`config.mk`:
```
export PLATFORM = sky130hd
export DESIGN_NAME = radix_literal_to_integer_top
export DESIGN_NICKNAME = d
export VERILOG_FILES = /design/src/rlti_pkg.sv /design/src/rlti_feed.sv /design/src/radix_literal_to_integer_top.sv
export SDC_FILE = /design/constraint.sdc
export NUM_CORES = 2
export LEC_CHECK = 0
export ABC_AREA = 1
export BUFFER_PORTS_ARGS = -buffer_cell sky130_fd_sc_hd__buf_2
export CORE_ASPECT_RATIO = 0.8
export CORE_MARGIN = 2
export CORE_UTILIZATION = 48
export DETAILED_ROUTE_END_ITERATION = 12
export HOLD_SLACK_MARGIN = 0.12
export SYNTH_ARGS = -nofsm -noshare
export SYNTH_HDL_FRONTEND = slang
export SYNTH_SLANG_ARGS = --single-unit
export TNS_END_PERCENT = 20
```
`constraint.sdc`:
```
create_clock -name clock -period 9.4 [get_ports clock]
set_clock_uncertainty 0.15 [all_clocks]
set_input_delay 0.94 -clock clock [delete_from_list [all_inputs] [get_ports clock]]
set_output_delay 0.94 -clock clock [all_outputs]
set_load 0.03 [all_outputs]
```
`src/rlti_pkg.sv`:
```
// Package for the radix literal to integer parser.
// Holds character codes, lane indexes, the prefix type and the accumulator state type.
// Depends on nothing; used by rlti_feed and radix_literal_to_integer_top.
package rlti_pkg;

   localparam int unsigned NUM_LANES = 4;
   localparam int unsigned ACC_W     = 64;
   localparam int unsigned CHAR_W    = 8;

   // Lane order: hex, decimal, octal, binary.
   localparam logic [1:0] LANE_HEX = 2'd0;
   localparam logic [1:0] LANE_DEC = 2'd1;
   localparam logic [1:0] LANE_OCT = 2'd2;
   localparam logic [1:0] LANE_BIN = 2'd3;

   localparam logic [4:0] LANE_RADIX [NUM_LANES] = '{5'd16, 5'd10, 5'd8, 5'd2};

   localparam logic [CHAR_W-1:0] CH_DOLLAR  = 8'h24;
   localparam logic [CHAR_W-1:0] CH_ZERO    = 8'h30;
   localparam logic [CHAR_W-1:0] CH_UPPER_A = 8'h41;
   localparam logic [CHAR_W-1:0] CH_UPPER_Z = 8'h5A;
   localparam logic [CHAR_W-1:0] CH_LOWER_A = 8'h61;
   localparam logic [CHAR_W-1:0] CH_LOWER_B = 8'h62;
   localparam logic [CHAR_W-1:0] CH_LOWER_H = 8'h68;
   localparam logic [CHAR_W-1:0] CH_LOWER_O = 8'h6F;
   localparam logic [CHAR_W-1:0] CH_LOWER_X = 8'h78;
   localparam logic [CHAR_W-1:0] CASE_DELTA = 8'h20;
   localparam logic [CHAR_W-1:0] ALPHA_BIAS = 8'd87;  // 'a' - 10

   typedef enum logic [1:0] {
      PREFIX_NONE = 2'd0,
      PREFIX_HEX  = 2'd1,
      PREFIX_OCT  = 2'd2
   } prefix_type;

   typedef logic [ACC_W-1:0] acc_array_type [NUM_LANES];

   // Running accumulators with one sticky digit-error bit per lane.
   typedef struct {
      acc_array_type          acc;
      logic [NUM_LANES-1:0]   err;
   } lanes_type;

   function automatic logic [CHAR_W-1:0] to_lower(input logic [CHAR_W-1:0] c);
      if (c >= CH_UPPER_A && c <= CH_UPPER_Z) begin
         return c + CASE_DELTA;
      end
      return c;
   endfunction

endpackage

```
`src/rlti_feed.sv`:
```
// Digit feed for the radix literal parser: folds one character into all four lanes.
// Depends on rlti_pkg.
module rlti_feed (
   input  logic [7:0]          char_code,
   input  rlti_pkg::lanes_type lanes_cur,
   output rlti_pkg::lanes_type lanes_next
);

   logic [7:0] lower_c;
   logic [7:0] digit;
   logic       below_zero;

   always_comb begin
      lower_c    = rlti_pkg::to_lower(char_code);
      below_zero = 1'b0;
      if (lower_c >= rlti_pkg::CH_LOWER_A) begin
         digit = lower_c - rlti_pkg::ALPHA_BIAS;
      end else begin
         digit      = lower_c - rlti_pkg::CH_ZERO;
         // Codes below '0' wrap to a huge value, invalid in every radix.
         below_zero = (lower_c < rlti_pkg::CH_ZERO);
      end
   end

   always_comb begin
      for (int i = 0; i < rlti_pkg::NUM_LANES; i++) begin
         if (below_zero || digit >= {3'b000, rlti_pkg::LANE_RADIX[i]}) begin
            lanes_next.acc[i] = lanes_cur.acc[i];
            lanes_next.err[i] = 1'b1;
         end else begin
            lanes_next.acc[i] = lanes_cur.acc[i] * 64'(rlti_pkg::LANE_RADIX[i])
                              + 64'(digit);
            lanes_next.err[i] = lanes_cur.err[i];
         end
      end
   end

endmodule

```
`src/radix_literal_to_integer_top.sv`:
```
// Radix literal to integer parser, top level.
// Path: one input register, one multiply-add by a constant radix per lane, and the result
// register, which drives rsp_valid. Throughput: one character per cycle, except that a last
// character stalls while the result register is full and not being read.
// Reset: synchronous, active high; clears all literal state and drops both valid flags.
module radix_literal_to_integer_top (
   input  logic        clock,
   input  logic        reset,
   input  logic        req_valid,
   output logic        req_ready,
   input  logic [7:0]  req_char_code,
   input  logic        req_is_last,
   output logic        rsp_valid,
   input  logic        rsp_ready,
   output logic [63:0] rsp_value,
   output logic        rsp_ok
);

   // Input register stage. Each transfer on the request side lands here first.
   logic       s1_valid_ff, s1_valid_in;
   logic [7:0] s1_char_ff;
   logic       s1_last_ff;
   logic       s1_go;

   // Literal state. Each non-last character is folded into the lanes as it leaves the
   // input register, as its flag shows it is not a suffix; the last character itself
   // is folded only when it turns out to be a digit.
   logic [1:0]           pos_ff, pos_in;
   logic [7:0]           first_ff, first_in;
   rlti_pkg::prefix_type prefix_ff, prefix_in;
   rlti_pkg::lanes_type  lanes_ff, lanes_in;

   // Result register. It decouples the two channels, so a waiting result does not
   // stall the next characters unless they also end a literal.
   logic        rsp_valid_ff, rsp_valid_in;
   logic [63:0] rsp_value_ff, rsp_value_in;
   logic        rsp_ok_ff, rsp_ok_in;

   rlti_pkg::prefix_type new_prefix;
   logic [7:0]           lower_c;
   logic [7:0]           feed_char;
   rlti_pkg::lanes_type  lanes_fed;
   logic [1:0]           sel;
   logic                 use_fed;
   logic [63:0]          sel_acc;
   logic                 sel_err;

   // A non-last character never produces a result, so it moves on freely. A last
   // character needs the result register to be empty or emptying.
   assign s1_go     = s1_valid_ff && (!s1_last_ff || !rsp_valid_ff || rsp_ready);
   assign req_ready = !s1_valid_ff || s1_go;

   assign s1_valid_in = (req_valid && req_ready) ? 1'b1 : (s1_go ? 1'b0 : s1_valid_ff);

   always_ff @(posedge clock) begin
      if (reset) begin
         s1_valid_ff <= 1'b0;
      end else begin
         s1_valid_ff <= s1_valid_in;
      end
   end

   always_ff @(posedge clock) begin
      if (req_valid && req_ready) begin
         s1_char_ff <= req_char_code;
         s1_last_ff <= req_is_last;
      end
   end

   // Prefix detection: a leading '$', or '0' followed by 'x' or 'o' in either case.
   always_comb begin
      lower_c    = rlti_pkg::to_lower(s1_char_ff);
      new_prefix = rlti_pkg::PREFIX_NONE;
      if (pos_ff == 2'd0 && s1_char_ff == rlti_pkg::CH_DOLLAR) begin
         new_prefix = rlti_pkg::PREFIX_HEX;
      end else if (pos_ff == 2'd1 && first_ff == rlti_pkg::CH_ZERO
                   && lower_c == rlti_pkg::CH_LOWER_X) begin
         new_prefix = rlti_pkg::PREFIX_HEX;
      end else if (pos_ff == 2'd1 && first_ff == rlti_pkg::CH_ZERO
                   && lower_c == rlti_pkg::CH_LOWER_O) begin
         new_prefix = rlti_pkg::PREFIX_OCT;
      end
      // A prefix character is held as a zero digit, which leaves every lane unchanged.
      feed_char = (new_prefix != rlti_pkg::PREFIX_NONE) ? rlti_pkg::CH_ZERO : s1_char_ff;
   end

   rlti_feed u_feed (
      .char_code  (feed_char),
      .lanes_cur  (lanes_ff),
      .lanes_next (lanes_fed)
   );

   // Radix choice on the last character. Without a prefix, a final lowercase
   // 'h', 'b' or 'o' is a suffix and is not folded in.
   always_comb begin
      sel     = rlti_pkg::LANE_DEC;
      use_fed = 1'b0;
      if (new_prefix != rlti_pkg::PREFIX_NONE) begin
         sel = (new_prefix == rlti_pkg::PREFIX_HEX) ? rlti_pkg::LANE_HEX : rlti_pkg::LANE_OCT;
      end else if (prefix_ff != rlti_pkg::PREFIX_NONE) begin
         use_fed = 1'b1;
         sel = (prefix_ff == rlti_pkg::PREFIX_HEX) ? rlti_pkg::LANE_HEX : rlti_pkg::LANE_OCT;
      end else if (s1_char_ff == rlti_pkg::CH_LOWER_H) begin
         sel = rlti_pkg::LANE_HEX;
      end else if (s1_char_ff == rlti_pkg::CH_LOWER_B) begin
         sel = rlti_pkg::LANE_BIN;
      end else if (s1_char_ff == rlti_pkg::CH_LOWER_O) begin
         sel = rlti_pkg::LANE_OCT;
      end else begin
         use_fed = 1'b1;
         sel     = rlti_pkg::LANE_DEC;
      end
      sel_acc = use_fed ? lanes_fed.acc[sel] : lanes_ff.acc[sel];
      sel_err = use_fed ? lanes_fed.err[sel] : lanes_ff.err[sel];
   end

   // Next literal state. After a last character everything returns to its reset value.
   always_comb begin
      pos_in    = pos_ff;
      first_in  = first_ff;
      prefix_in = prefix_ff;
      lanes_in  = lanes_ff;
      if (s1_go) begin
         if (s1_last_ff) begin
            pos_in       = 2'd0;
            first_in     = '0;
            prefix_in    = rlti_pkg::PREFIX_NONE;
            lanes_in.err = '0;
            for (int i = 0; i < rlti_pkg::NUM_LANES; i++) begin
               lanes_in.acc[i] = '0;
            end
         end else begin
            lanes_in = lanes_fed;
            if (pos_ff == 2'd0) begin
               first_in = s1_char_ff;
            end
            if (new_prefix != rlti_pkg::PREFIX_NONE) begin
               prefix_in = new_prefix;
            end
            if (pos_ff != 2'd2) begin
               pos_in = pos_ff + 2'd1;
            end
         end
      end
   end

   always_ff @(posedge clock) begin
      if (reset) begin
         pos_ff       <= 2'd0;
         first_ff     <= '0;
         prefix_ff    <= rlti_pkg::PREFIX_NONE;
         lanes_ff.err <= '0;
         for (int i = 0; i < rlti_pkg::NUM_LANES; i++) begin
            lanes_ff.acc[i] <= '0;
         end
      end else begin
         pos_ff    <= pos_in;
         first_ff  <= first_in;
         prefix_ff <= prefix_in;
         lanes_ff  <= lanes_in;
      end
   end

   // Result register. An invalid literal reports a value of zero.
   always_comb begin
      rsp_value_in = rsp_value_ff;
      rsp_ok_in    = rsp_ok_ff;
      if (s1_go && s1_last_ff) begin
         rsp_valid_in = 1'b1;
         rsp_value_in = sel_err ? '0 : sel_acc;
         rsp_ok_in    = !sel_err;
      end else begin
         rsp_valid_in = rsp_valid_ff && !rsp_ready;
      end
   end

   always_ff @(posedge clock) begin
      if (reset) begin
         rsp_valid_ff <= 1'b0;
      end else begin
         rsp_valid_ff <= rsp_valid_in;
      end
   end

   always_ff @(posedge clock) begin
      rsp_value_ff <= rsp_value_in;
      rsp_ok_ff    <= rsp_ok_in;
   end

   assign rsp_valid = rsp_valid_ff;
   assign rsp_value = rsp_value_ff;
   assign rsp_ok    = rsp_ok_ff;

endmodule

```
### Yosys cells after proc, flatten, opt, wreduce, memory -nomap -nowiden

Cells that the tools add are included.

* $add $sub $neg: 9
* multiply operators: 1
* $lt $le $gt $ge: 12
* eq/ne operators: 11
* multiplexer cells: 53
* bitwise gates (word level): 1
* reductions and logical operators: 32

Operator list (count)
* 64-bit two-way mux: 8
* 260-bit two-way mux: 1
* 64-bit by 8-bit adder with 64-bit output: 4
* 64-bit binary-select mux with 2-bit select: 2
* 65-bit two-way mux: 1
* 64-bit by 3-bit multiplier with 63-bit output, second input constant: 1
* 8-bit two-way mux: 8
* 8-bit by 7-bit == test with 1-bit output, second input constant: 5
* 2-bit two-way mux: 14
* 8-bit by 7-bit greater-or-equal comparator with 1-bit output, second input constant: 3
* 1-bit two-way mux: 17
* 8-bit by 6-bit adder with 8-bit output, second input constant: 2
* 8-bit by 6-bit == test with 1-bit output, second input constant: 2
* 8-bit by 4-bit greater-or-equal comparator with 1-bit output, second input constant: 2
* 8-bit by 7-bit less-or-equal comparator with 1-bit output, second input constant: 2
* 2-bit nonzero test: 6
* 1-bit logical AND: 10
* 8-bit by 2-bit greater-or-equal comparator with 1-bit output, second input constant: 1
* 8-bit by 5-bit greater-or-equal comparator with 1-bit output, second input constant: 1
* 8-bit by 6-bit < comparator with 1-bit output, second input constant: 1
* 8-bit by 6-bit subtractor with 8-bit output, second input constant: 1
* 8-bit by 7-bit subtractor with 8-bit output, second input constant: 1
* 1-bit logical OR: 7
* 2-bit by 1-bit == test with 1-bit output, second input constant: 3
* other kinds (9): 16

* bits in registers: 348
* input bits: 13
* output and inout bits: 67
* word-level logic and storage cells: 133

### Longest topological paths before layout

* word-level depth: 24
* mapped depth: 51
* gate-level depth less buffers: 51

### Modules after synthesis

A second synthesis with hierarchy kept.

* cell total of the unflattened synthesis: 6704
* area, all modules: 37204.4 um^2

Modules (own cells, without submodules)
* radix_literal_to_integer_top: times used 1, cells each 3277, area an instance 20283.2 um^2, sequential area each 7707.4 um^2
* rlti_feed: times used 1, cells each 3427, area an instance 16921.2 um^2, sequential area each 0.0 um^2

### Least setup slack after synthesis

Ideal clock, no wire load.

* path type: register -> register
* from: register s1_char_ff[7]
* to: register rsp_value_ff[62], in the netlist rsp_value[62] (data pin)
* setup time: 0.252 ns
* arrival: 6.371 ns
* required time: 8.998 ns
* path slack: 2.627 ns
* cell stages (with the launch flop): 46
* buffers on the path: 2
* period minus slack after synthesis: 6.773 ns
* path through: edfxtp_1 inv_2 nand2_2 nor2_2 nand2_1 nand2_2 nand2_2 nand2_2 a21oi_2 a21oi_4 nand2_4 nor2_1 inv_1 ha_1 inv_1 nand2_1 o2111ai_1 nand3_2 (+10 left out) nand2_1 a31oi_1 o21ai_0 nand3_1 nor3_1 nand2_1 nor2_1 nand2_1 nor3_1 nand3_1 nor2_1 xor2_1 nand3_1 nand3_1 nand3_1 nand2_1 nor2_1 nor2_1

* longest elaborated chain between the ends: 24
* elaborated cells between the ends (all ways): 78
* those cells by class: add/sub (8); order compare (10); eq/ne (7); mux (42); bitwise (1); reduce/logical (10)

Ends and longest elaborated chain
* from (decl): line radix_literal_to_integer_top.sv:21 `logic [7:0] s1_char_ff;`
* from (signal assigned): line radix_literal_to_integer_top.sv:65 `s1_char_ff <= req_char_code;`
* parallel branches: the longest is 24 deep, another holds 8-bit by 7-bit greater-or-equal comparator with 1-bit output
* to (signal assigned): line radix_literal_to_integer_top.sv:186 `rsp_value_ff <= rsp_value_in;`
* to (decl): line radix_literal_to_integer_top.sv:36 `logic [63:0] rsp_value_ff, rsp_value_in;`

Several ways; the timed one is not identified. The select of a mux whose other input is x is not followed.
A chain may end at the register's enable or synchronous reset.

### Final worst setup path

* from: register s1_char_ff[7]
* to: register rsp_value_ff[56], in the netlist rsp_value[56] (data pin)

Same word-level chain as after synthesis.

==> load_flow_metrics.sql <==
INSERT INTO impl_metrics (metric_group, metric, value, unit) VALUES
('sta', 'tightest_slew', '1430', 'ps'),
('cells_and_area', 'fillCellCount', '7348', ''),
('sta', 'setup_violations', '0', ''),
('hold_path', 'hold_path_depth', '2', ''),
('cts', 'number_of_h_tree_levels', '2', ''),
('critical_path', 'crit_end', 'rsp_value[56]', ''),
('power_and_ir_drop', 'sequentialPowerShare', '0.427', ''),
('cells_and_area', 'final_net_count', '5754', ''),
('cts', 'cts_tree', 'built', ''),
('global_routing', 'grt_antenna_before_repair', '3', ''),
('sta', 'post-route-min-period', '8270', 'ps'),
('global_routing', 'grt_start_max_net_pins', '181', ''),
('sta', 'relSlewSlack', '0.0370', ''),
('power_and_ir_drop', 'switching_power', '1.04', 'mW'),
('route', 'drt_iter0_markers', '4807', ''),
('critical_path', 'crit-reg2reg-launch', 's1_char_ff[7]', ''),
('critical_path', 'cp_slowest_stage_delay', '500', 'ps'),
('critical_path', 'path_class', 'flop to flop', ''),
('placed_design', 'place_congestion', '1.03', ''),
('critical_path', 'critPathCaptureType', 'flop', ''),
('global_routing', 'grt.overflow.total', '0', ''),
('route', 'antenna_left', '0', ''),
('critical_path', 'worstReg2RegEnd', 'rsp_value[56]', ''),
('cts', 'numCtsBuffers', '40', ''),
('cells_and_area', 'post_synthesis_to_final_layout_area_growth', '6.22', '%'),
('route', 'num_vias', '38200', ''),
('power_and_ir_drop', 'combPwrFrac', '0.105', ''),
('power_and_ir_drop', 'power_report.internal_total', '2.58', 'mW'),
('route', 'detail_route.wirelength', '143', 'mm'),
('critical_path', 'critPathMostFrequentCell', 'sky130_fd_sc_hd__nand2_1', ''),
('critical_path', 'timing.critical_path.from', 's1_char_ff[7]', ''),
('power_and_ir_drop', 'switching_share', '0.287', ''),
('sta', 'finalCritPeriodShare', '0.880', ''),
('cts', 'clk_tree_root_cell', 'sky130_fd_sc_hd__clkbuf_16', ''),
('critical_path', 'required_time_worst_endpoint', '9600', 'ps'),
('placed_design', 'dpl.hpwl', '106', 'mm'),
('cts', 'clkSlewWorstSetupHoldPaths', '70', 'ps'),
('die', 'floorplan.die.height', '240', 'µm'),
('synth', 'synth.yosys.seq_area_share', '0.230', ''),
('sta', 'grt_setup_unrepaired', 'no', ''),
('cells_and_area', 'instances_no_fill', '6540', ''),
('global_routing', 'wire_length_of_the_first_global_routing_pass', '211', 'mm'),
('synth', 'number_of_flops_mapped_to_enable_cells_by_yosys', '74', ''),
('power_and_ir_drop', 'clock_power_share', '0.467', ''),
('critical_path', 'worst_path_max_delay_cell', 'sky130_fd_sc_hd__edfxtp_1', ''),
('power_and_ir_drop', 'ir_worst_vdd', '0.130', 'mV'),
('cells_and_area', 'antenna-diode-count', '0', ''),
('critical_path', 'ff2ff_setup_slack', '1130', 'ps'),
('placed_design', 'placement.io_buffers', '79', ''),
('synth', 'synth_cells', '5702', ''),
('sta', 'hold_violations', '0', ''),
('global_routing', 'grt_usage', '0.384', ''),
('die', 'die_w', '299', 'µm'),
('route', 'detail_route.drc_violations', '0', ''),
('cells_and_area', 'drive_above_1_share', '0.0420', ''),
('synth', 'synth-seq-cells', '348', ''),
('status', 'outcome', 'finished, final reports clean', ''),
('die', 'floorplan.die_area', '71800', 'µm²'),
('synth', 'synth_flop_cell', 'sky130_fd_sc_hd__dfxtp_1', ''),
('die', 'i_o_pins', '80', ''),
('global_routing', 'grt_pass1_vias', '33300', ''),
('route', 'routed_via_density', '5.84', ''),
('cts', 'cts.repair_timing.setup_buffer_count', '0', ''),
('power_and_ir_drop', 'power_leakage', '14.8', 'nW'),
('cts', 'clk-insertion-delay-late', '590', 'ps'),
('die', 'row_count', '86', ''),
('synth', 'async_flop_share', '0', ''),
('synth', 'synth.distinct_cells', '56', ''),
('die', 'initial_core_util', '0.486', ''),
('sta', 'maxClockFrequency', '0.121', 'GHz'),
('cts', 'max-clock-path-buffers', '3', '');
## synth_stat cells, drive strengths merged, types with 11 or more instances
| master | count | share of area |
|---|---|---|
| or2 | 12 | 0.0022 |
| nand2 | 1981 | 0.22 |
| ha | 151 | 0.056 |
| nor2 | 541 | 0.062 |
| a21o | 12 | 0.0027 |
| a211oi | 30 | 0.0067 |
| dfxtp | 274 | 0.16 |
| nor3 | 115 | 0.017 |
| nand3 | 606 | 0.091 |
| clkbuf | 180 | 0.020 |
| a21oi | 439 | 0.066 |
| xnor2 | 42 | 0.011 |
| nor4 | 61 | 0.011 |
| nand3b | 17 | 0.0038 |
| xor2 | 217 | 0.057 |
| o211ai | 28 | 0.0063 |
| o21bai | 12 | 0.0027 |
| nand4 | 60 | 0.012 |
| edfxtp | 74 | 0.066 |
| o21ai | 178 | 0.027 |
| buf | 90 | 0.016 |
| a31oi | 27 | 0.0050 |
| clkinv | 11 | 0.0012 |
| inv | 497 | 0.056 |
## cells in the final DEF, fill, tap and decap left out, types with 30 or more instances in the layout
cell type	n
sky130_fd_sc_hd__inv_1	488
sky130_fd_sc_hd__nand3_1	601
sky130_fd_sc_hd__buf_2	78
sky130_fd_sc_hd__nor3_1	115
sky130_fd_sc_hd__edfxtp_1	74
sky130_fd_sc_hd__nand4_1	59
sky130_fd_sc_hd__xor2_1	217
sky130_fd_sc_hd__o21ai_0	167
sky130_fd_sc_hd__dfxtp_1	274
sky130_fd_sc_hd__clkbuf_16	41
sky130_fd_sc_hd__a211oi_1	30
sky130_fd_sc_hd__ha_1	151
sky130_fd_sc_hd__xnor2_1	42
sky130_fd_sc_hd__nor4_1	61
sky130_fd_sc_hd__nor2_1	530
sky130_fd_sc_hd__nand2_1	1964
sky130_fd_sc_hd__a21oi_1	434
## worst min-delay path by stage
stage | startpoint | end | slack (ps)
6_report | first_ff[4] | first_ff[4] | 310
2_1_floorplan | first_ff[6] | first_ff[6] | 290
5_1_grt | first_ff[2] | first_ff[2] | 340
3_5_place_dp | first_ff[7] | first_ff[7] | 300
4_1_cts | first_ff[0] | first_ff[0] | 320
3_3_place_gp | first_ff[2] | first_ff[2] | 300
## power groups by stage
stage	Sequential, mW	Clock, mW	Combinational, mW
2_1_floorplan	1.59	0	0.257
3_3_place_gp	1.58	0	0.372
3_5_place_dp	1.58	0	0.373
4_1_cts	1.55	1.69	0.374
5_1_grt	1.55	1.75	0.409
6_report	1.55	1.69	0.382
## area by class of cell
cell class                 count  area (µm²)  area share
clock inverter                27         304     0.00856
tap                          924        1160      0.0325
timing repair buffer         111         696      0.0196
clock buffer                  46        1040      0.0294
sequential                   348        7710       0.217
multi-input combinational   4576       22700       0.639
inverter                     508        1930      0.0542
## flip-flops by register name, indices dropped and copies added (netlist names)
register	count
rsp_value	64
s1_valid_ff	1
first_ff	8
pos_ff	2
rsp_valid	1
rsp_ok	1
s1_char_ff	8
lanes_ff	260
s1_last_ff	1
prefix_ff	2
## stage by stage
step | utilization | hold WS [ps] | power [mW] | setup WS, ps | instance area [µm²]
CTS | 0.516 | 315 | 3.62 | 1230 | 35500
floorplan | - | 286 | 1.85 | 2630 | 33400
global route | 0.516 | 336 | 3.71 | 292 | 35500
detailed placement | 0.496 | 304 | 1.95 | 1320 | 34200
global placement | 0.496 | 301 | 1.95 | 1460 | 34200
finish | 0.516 | 311 | 3.62 | 1130 | 35500
## routing by layer
| layer | vias to the layer above | wire length, µm | GRT usage |
|---|---|---|---|
| met1 | 17500 | 63700 | 0.562 |
| met5 | - | 23 | 0 |
| met4 | 4 | 4930 | 0.122 |
| met3 | 253 | 18300 | 0.115 |
| li1 | 18400 | - | - |
| met2 | 2070 | 55700 | 0.528 |
## critical path: cells and delay by family (launching register included)
kind / cells / cell delay, ps
compound gates: 4 / 880
xor+xnor: 1 / 150
fa+ha+maj: 3 / 820
buf+inv: 7 / 840
flops: 1 / 500
simple gates: 31 / 4680
## logic make-up (layout without fill, tap and decap cells)
family,Yosys count,after routing,share of synthesized area
adders and majority gates,156,156,0.0595
muxes,1,1,0.000337
buffers and inverters,778,692,0.0932
DFF,348,348,0.230
xor gates and xnor gates,259,259,0.0678
and+or+nand+nor,3406,3406,0.426
AOI/OAI and AO/OA,754,754,0.123
(Power assumes the default switching activity.)
